==> config.mk <==
export PLATFORM = sky130hd
export DESIGN_NAME = pidta_cfg
export DESIGN_NICKNAME = d
export VERILOG_FILES = /design/src/design/pidta_pkg.sv /design/src/design/pidta_cfg.sv
export SDC_FILE = /design/constraint.sdc
export NUM_CORES = 1
export LEC_CHECK = 0
export BUFFER_PORTS_ARGS = -buffer_cell sky130_fd_sc_hd__buf_2
export CAP_MARGIN = 5
export CORE_UTILIZATION = 46
export DETAILED_ROUTE_END_ITERATION = 7
export PLACE_DENSITY = 0.75
export SYNTH_ARGS = -nofsm -noshare
export SYNTH_HDL_FRONTEND = slang
export SYNTH_SLANG_ARGS = --single-unit
==> constraint.sdc <==
create_clock -name clk -period 1.62 [get_ports clk]
set_clock_uncertainty 0.15 [all_clocks]
set_input_delay 0.324 -clock clk [delete_from_list [all_inputs] [get_ports clk]]
set_output_delay 0.324 -clock clk [all_outputs]
set_load 0.005 [all_outputs]
==> src/design/pidta_pkg.sv <==
// Shared types and constants for the trapezoidal PID controller with anti-windup.
// Used by pidta_cfg, pidta_datapath and pid_trapezoid_antiwindup_unit.
package pidta_pkg;

  localparam int DATA_W    = 32;  // Q16.16 sample and gain width
  localparam int FRAC_W    = 16;  // fraction bits
  localparam int INTEG_W   = 48;  // integrator width
  localparam int LIMIT_W   = 31;  // output limit magnitude width
  localparam int CFG_IDX_W = 2;   // register index width

  // Register map
  typedef enum logic [CFG_IDX_W-1:0] {
    REG_PROP_GAIN         = 2'd0,
    REG_INTEG_GAIN_DT     = 2'd1,
    REG_DERIV_GAIN_PER_DT = 2'd2,
    REG_OUTPUT_LIMIT      = 2'd3
  } cfg_reg_t;

  // Input command codes
  localparam logic CMD_EVAL  = 1'b0;
  localparam logic CMD_CLEAR = 1'b1;

  // Register reset values
  localparam logic signed [DATA_W-1:0] PROP_GAIN_RST         = 32'sd65536;
  localparam logic signed [DATA_W-1:0] INTEG_GAIN_DT_RST     = 32'sd655;
  localparam logic signed [DATA_W-1:0] DERIV_GAIN_PER_DT_RST = 32'sd65536000;
  localparam logic [LIMIT_W-1:0]       OUTPUT_LIMIT_RST      = 31'd6553600;

  // Gains and limit as seen by the datapath
  typedef struct packed {
    logic signed [DATA_W-1:0] prop_gain;
    logic signed [DATA_W-1:0] integ_gain_dt;
    logic signed [DATA_W-1:0] deriv_gain_per_dt;
    logic [LIMIT_W-1:0]       output_limit;
  } gains_t;

  // Controller state carried from one sample to the next
  typedef struct packed {
    logic signed [INTEG_W-1:0] integral_sum;
    logic signed [DATA_W-1:0]  last_error;
    logic                      sat_flag;
  } pid_state_t;

endpackage

==> src/design/pidta_cfg.sv <==
// Configuration register file: gains and output limit, written through a valid/ready port.
// Depends on pidta_pkg.
module pidta_cfg
  import pidta_pkg::*;
(
  input  logic                 clk,
  input  logic                 rst,
  input  logic                 cfg_valid,
  output logic                 cfg_ready,
  input  logic [CFG_IDX_W-1:0] cfg_index,
  input  logic [DATA_W-1:0]    cfg_data,
  output gains_t               gains
);

  // Writes are always taken
  assign cfg_ready = 1'b1;

  // Register writes, loaded with defaults at reset
  always_ff @(posedge clk) begin
    if (rst) begin
      gains.prop_gain         <= PROP_GAIN_RST;
      gains.integ_gain_dt     <= INTEG_GAIN_DT_RST;
      gains.deriv_gain_per_dt <= DERIV_GAIN_PER_DT_RST;
      gains.output_limit      <= OUTPUT_LIMIT_RST;
    end else if (cfg_valid && cfg_ready) begin
      case (cfg_reg_t'(cfg_index))
        REG_PROP_GAIN:         gains.prop_gain         <= $signed(cfg_data);
        REG_INTEG_GAIN_DT:     gains.integ_gain_dt     <= $signed(cfg_data);
        REG_DERIV_GAIN_PER_DT: gains.deriv_gain_per_dt <= $signed(cfg_data);
        REG_OUTPUT_LIMIT:      gains.output_limit      <= cfg_data[LIMIT_W-1:0];
        default: ;
      endcase
    end
  end

endmodule

[Yosys cells after proc, flatten, opt, wreduce, memory -nomap -nowiden]
Index checks and enable logic that the tools add are counted.
Word-level totals
  bits in registers: 127
  logic and storage cells: 12
  output and inout bits: 128
Operators by class
  eq/ne operators: 3
  reduce and logical (&&, ||, !) cells: 5
Operator list (number)
  AND reduction 2 bit: 4
  equality test 2 bit (second input constant): 2
  equality test 2 x 1 -> 1 bit (second input constant): 1
  logical NOT 2 bit: 1

[Depth between registers and ports, before layout]
  word-level depth: 2
  gate-level depth with buffers: 5

[Worst setup path before layout]
No wires, ideal clock.
  path type: input port to flip-flop
  from: in cfg_index[1]
  to: reg gains[89] (netlist bit)
  data arrival time: 1.021 ns
  setup time: 0.072 ns
  setup slack: 0.378 ns
  stages on the path: 4
  cells stage by stage: and3b_1 > buf_2 > buf_6 > mux2i_1
On the way
  word-level cells in the longest chain between the ends: 2
RTL lines
  start: declaration: RTL line pidta_cfg.sv:10  | input logic [CFG_IDX_W-1:0] cfg_index,
  equality test 2 x 1 -> 1 bit: RTL line pidta_cfg.sv:26  | case (cfg_reg_t'(cfg_index))
  AND reduction 2 bit (no source line)
  end: declaration: RTL line pidta_cfg.sv:12  | output gains_t gains
Every way passes these cells.
A chain may end at the register's enable or synchronous reset.

[Worst setup path after layout]
  from: reg gains[62] (netlist bit)
  to: out gains[62] (netlist bit)
No word-level cell between the ends.

==> impl_metrics.toml <==
[cells_and_area]
synthToLayoutAreaGrowth_pct = 36.0
drive_above_1_share_pct = 31.0
regMostFlops = "gains"
largest_reg_flops = 127
design_area_um2 = 6910
reg_top3 = "gains: 127 flops"
diodes = 0
fin_nets = 695

[pwr]
power_uw = 7480
power.leakage_uw = 0.00345
ir_drop_mv = 0.554
power_density_nw_per_um2 = 1080

[placed_design]
placed_cell_area_um2 = 6080
port_buffers = 163
hpwl_um = 8320
gp_congestion = 0.790

[logic_synthesis]
synthAdderAreaFrac_pct = 0
synth_xor_area_share_pct = 0
synth-compound-area-share_pct = 0
synth_top_area_cell = "dfxtp_1"
syn_nets = 507
synth_area_leaders = "dfxtp_1 50%, mux2i_1 25%, nand2b_1 18%"
netlist_area_um2 = 5080
yosysMostFrequentCell = "nand2b_1"
synth_edf_count = 0
synth_common_cells = "143 x nand2b_1, 127 x dfxtp_1, 127 x mux2i_1"
synthDominantCellAreaShare_pct = 50.1
syn_avg_cell_area_um2 = 10.8
ys_seq_area_share_pct = 50.1
ys_types = 14
synth_mux_area_share_pct = 25.0
yosys.area_share.simple_pct = 20.9
async_flop_share_pct = 0
synth_top_family_by_area = "multiplexers"
synth-seq-cells = 127
synth_warnings = 0
yosys_most_used_dff = "dfxtp_1"
syn_inst = 470

[drt]
num_vias = 3885
drt_iter0_drc = 117
first_pass_iters = 5
via_per_inst = 4.82
route.detailed.drc = 0
route.detailed.wl_per_inst_um = 14.9
wirelength_um = 12000
ant_nets = 0

[global_routing]
met3_usage_pct = 7.54
met2_usage_pct = 35.3
grt_use_total_pct = 21.9
busiest_layer = "met2"
grtUsageMet1_pct = 26.2
antenna_found_initial = 0
overflow = 0
grt_pass1_wl_um = 19100
grt_pass1_vias = 3850
grt_max_degree = 45

[clock_tree]
cts_root_buf = "clkbuf_8"
tritoncts = "built"
cts_htree_levels = 4
cts_buffers = 17
worstSkewPairLatency_ps = 510
clkTransAtPathRegs_ps = 60
postCtsSetupBuffers = 0
clock-sinks = 127
clk_path_buf_depth = 2

[status]
status = "finished clean"

[run]
maxCapViolations = 0

[setup_path]
cp-start-kind = "flip-flop"
required_ps = 1150
cp_slowest_cell = "dfxtp_1"
critical-path-max-stage-delay_ps = 350
critical_path_class = "reg -> out"
path_buf_inv = 1
crit_fanout = 2
end_kind = "output pin"
crit_family = "flip-flops"
crit_path_cell_trace = "buf_2"
crit_arrival_ps = 1000

[worst_hold_path]
hold_path_class = "in -> reg"

[sta]
finalCriticalPeriod_ps = 1470
clock.fmax_ghz = 0.680
hold_violations = 0
rsz0062_at_grt = "false"
timing.final.crit_share_pct = 90.8
fin_tns_setup_ps = 0
setup_violations = 0
drv_slew = 0

[floorplanning]
die-area_um2 = 11500
core_area_um2 = 10500
die-height_um = 107
ioPinCount = 165
std_cell_rows = 37
start_util_pct = 48.3
dieWidth_um = 107
report_power, final:
group          internal [uW]  switching (uW)
registers               3240            56.3
clock network           2200            1330
logic                    349             303
total                   5790            1690
layer usage:
metal	vias to the layer above	routed length, um	part of all wire, %
li1	1911	-	-
met2	133	5640	47
met5	-	0	0
met3	16	843	7.0
met4	0	204	1.7
met1	1825	5310	44
cell usage in the layout (no fill, tap or decap), drive strengths merged:
cell | netlist | layout
nand3b | 2 | 2
dfxtp | 127 | 127
nand2b | 143 | 143
or3b | 1 | 1
clkbuf | 14 | 20
clkinv | 0 | 4
clkinvlp | 0 | 5
buf | 21 | 177
conb | 1 | 1
nand3 | 1 | 1
bufinv | 0 | 2
dlygate4sd3 | 0 | 27
nor2 | 30 | 30
nor3b | 1 | 1
and3b | 2 | 2
mux2i | 127 | 127
worst paths after layout:
path / from / endpoint / slack (ps) / cells past startpoint
worst max-delay path: gains[62] / gains[62] / 150 / 1
worst min-delay path: cfg_data[29] / gains[124] / 30 / 3
worst max register to register: gains[53] / gains[53] / 830 / 2
worst min register to register: gains[115] / gains[115] / 320 / 2
final cells by class:
class                           count  area (um2)
Fill cell                         837        3600
Sequential cell                   127        2540
Multi-Input combinational cell    308        2350
Timing Repair Buffer              204        1290
Clock buffer                       20         435
Tap cell                          136         170
Clock inverter                     11         118
cells by family after synthesis:
kind of cell           after synthesis
and+or+nand+nor                    180
muxes                              127
DFF                                127
buffers and inverters               35
other                                1
metrics by stage:
| step | hold slack, ps | cells | setup WS [ps] | utilization (%) |
|---|---|---|---|---|
| 2_1_floorplan | 315 | 470 | 378 | - |
| 3_3_place_gp | 306 | 748 | 117 | 57.9 |
| 3_5_place_dp | 307 | 748 | 90.7 | 57.9 |
| 4_1_cts | 7.07 | 806 | 115 | 65.7 |
| 5_1_grt | 24.3 | 806 | 93.9 | 65.7 |
| 6_report | 34.3 | 806 | 150 | 65.7 |
timing repair:
| item | CTS | global route |
|---|---|---|
| hold buffers | 27 | 0 |
| endpoints found under the hold margin | 65 | 0 |
| gates resized for setup | 0 | 0 |
Power figures use the tool's default switching activity.
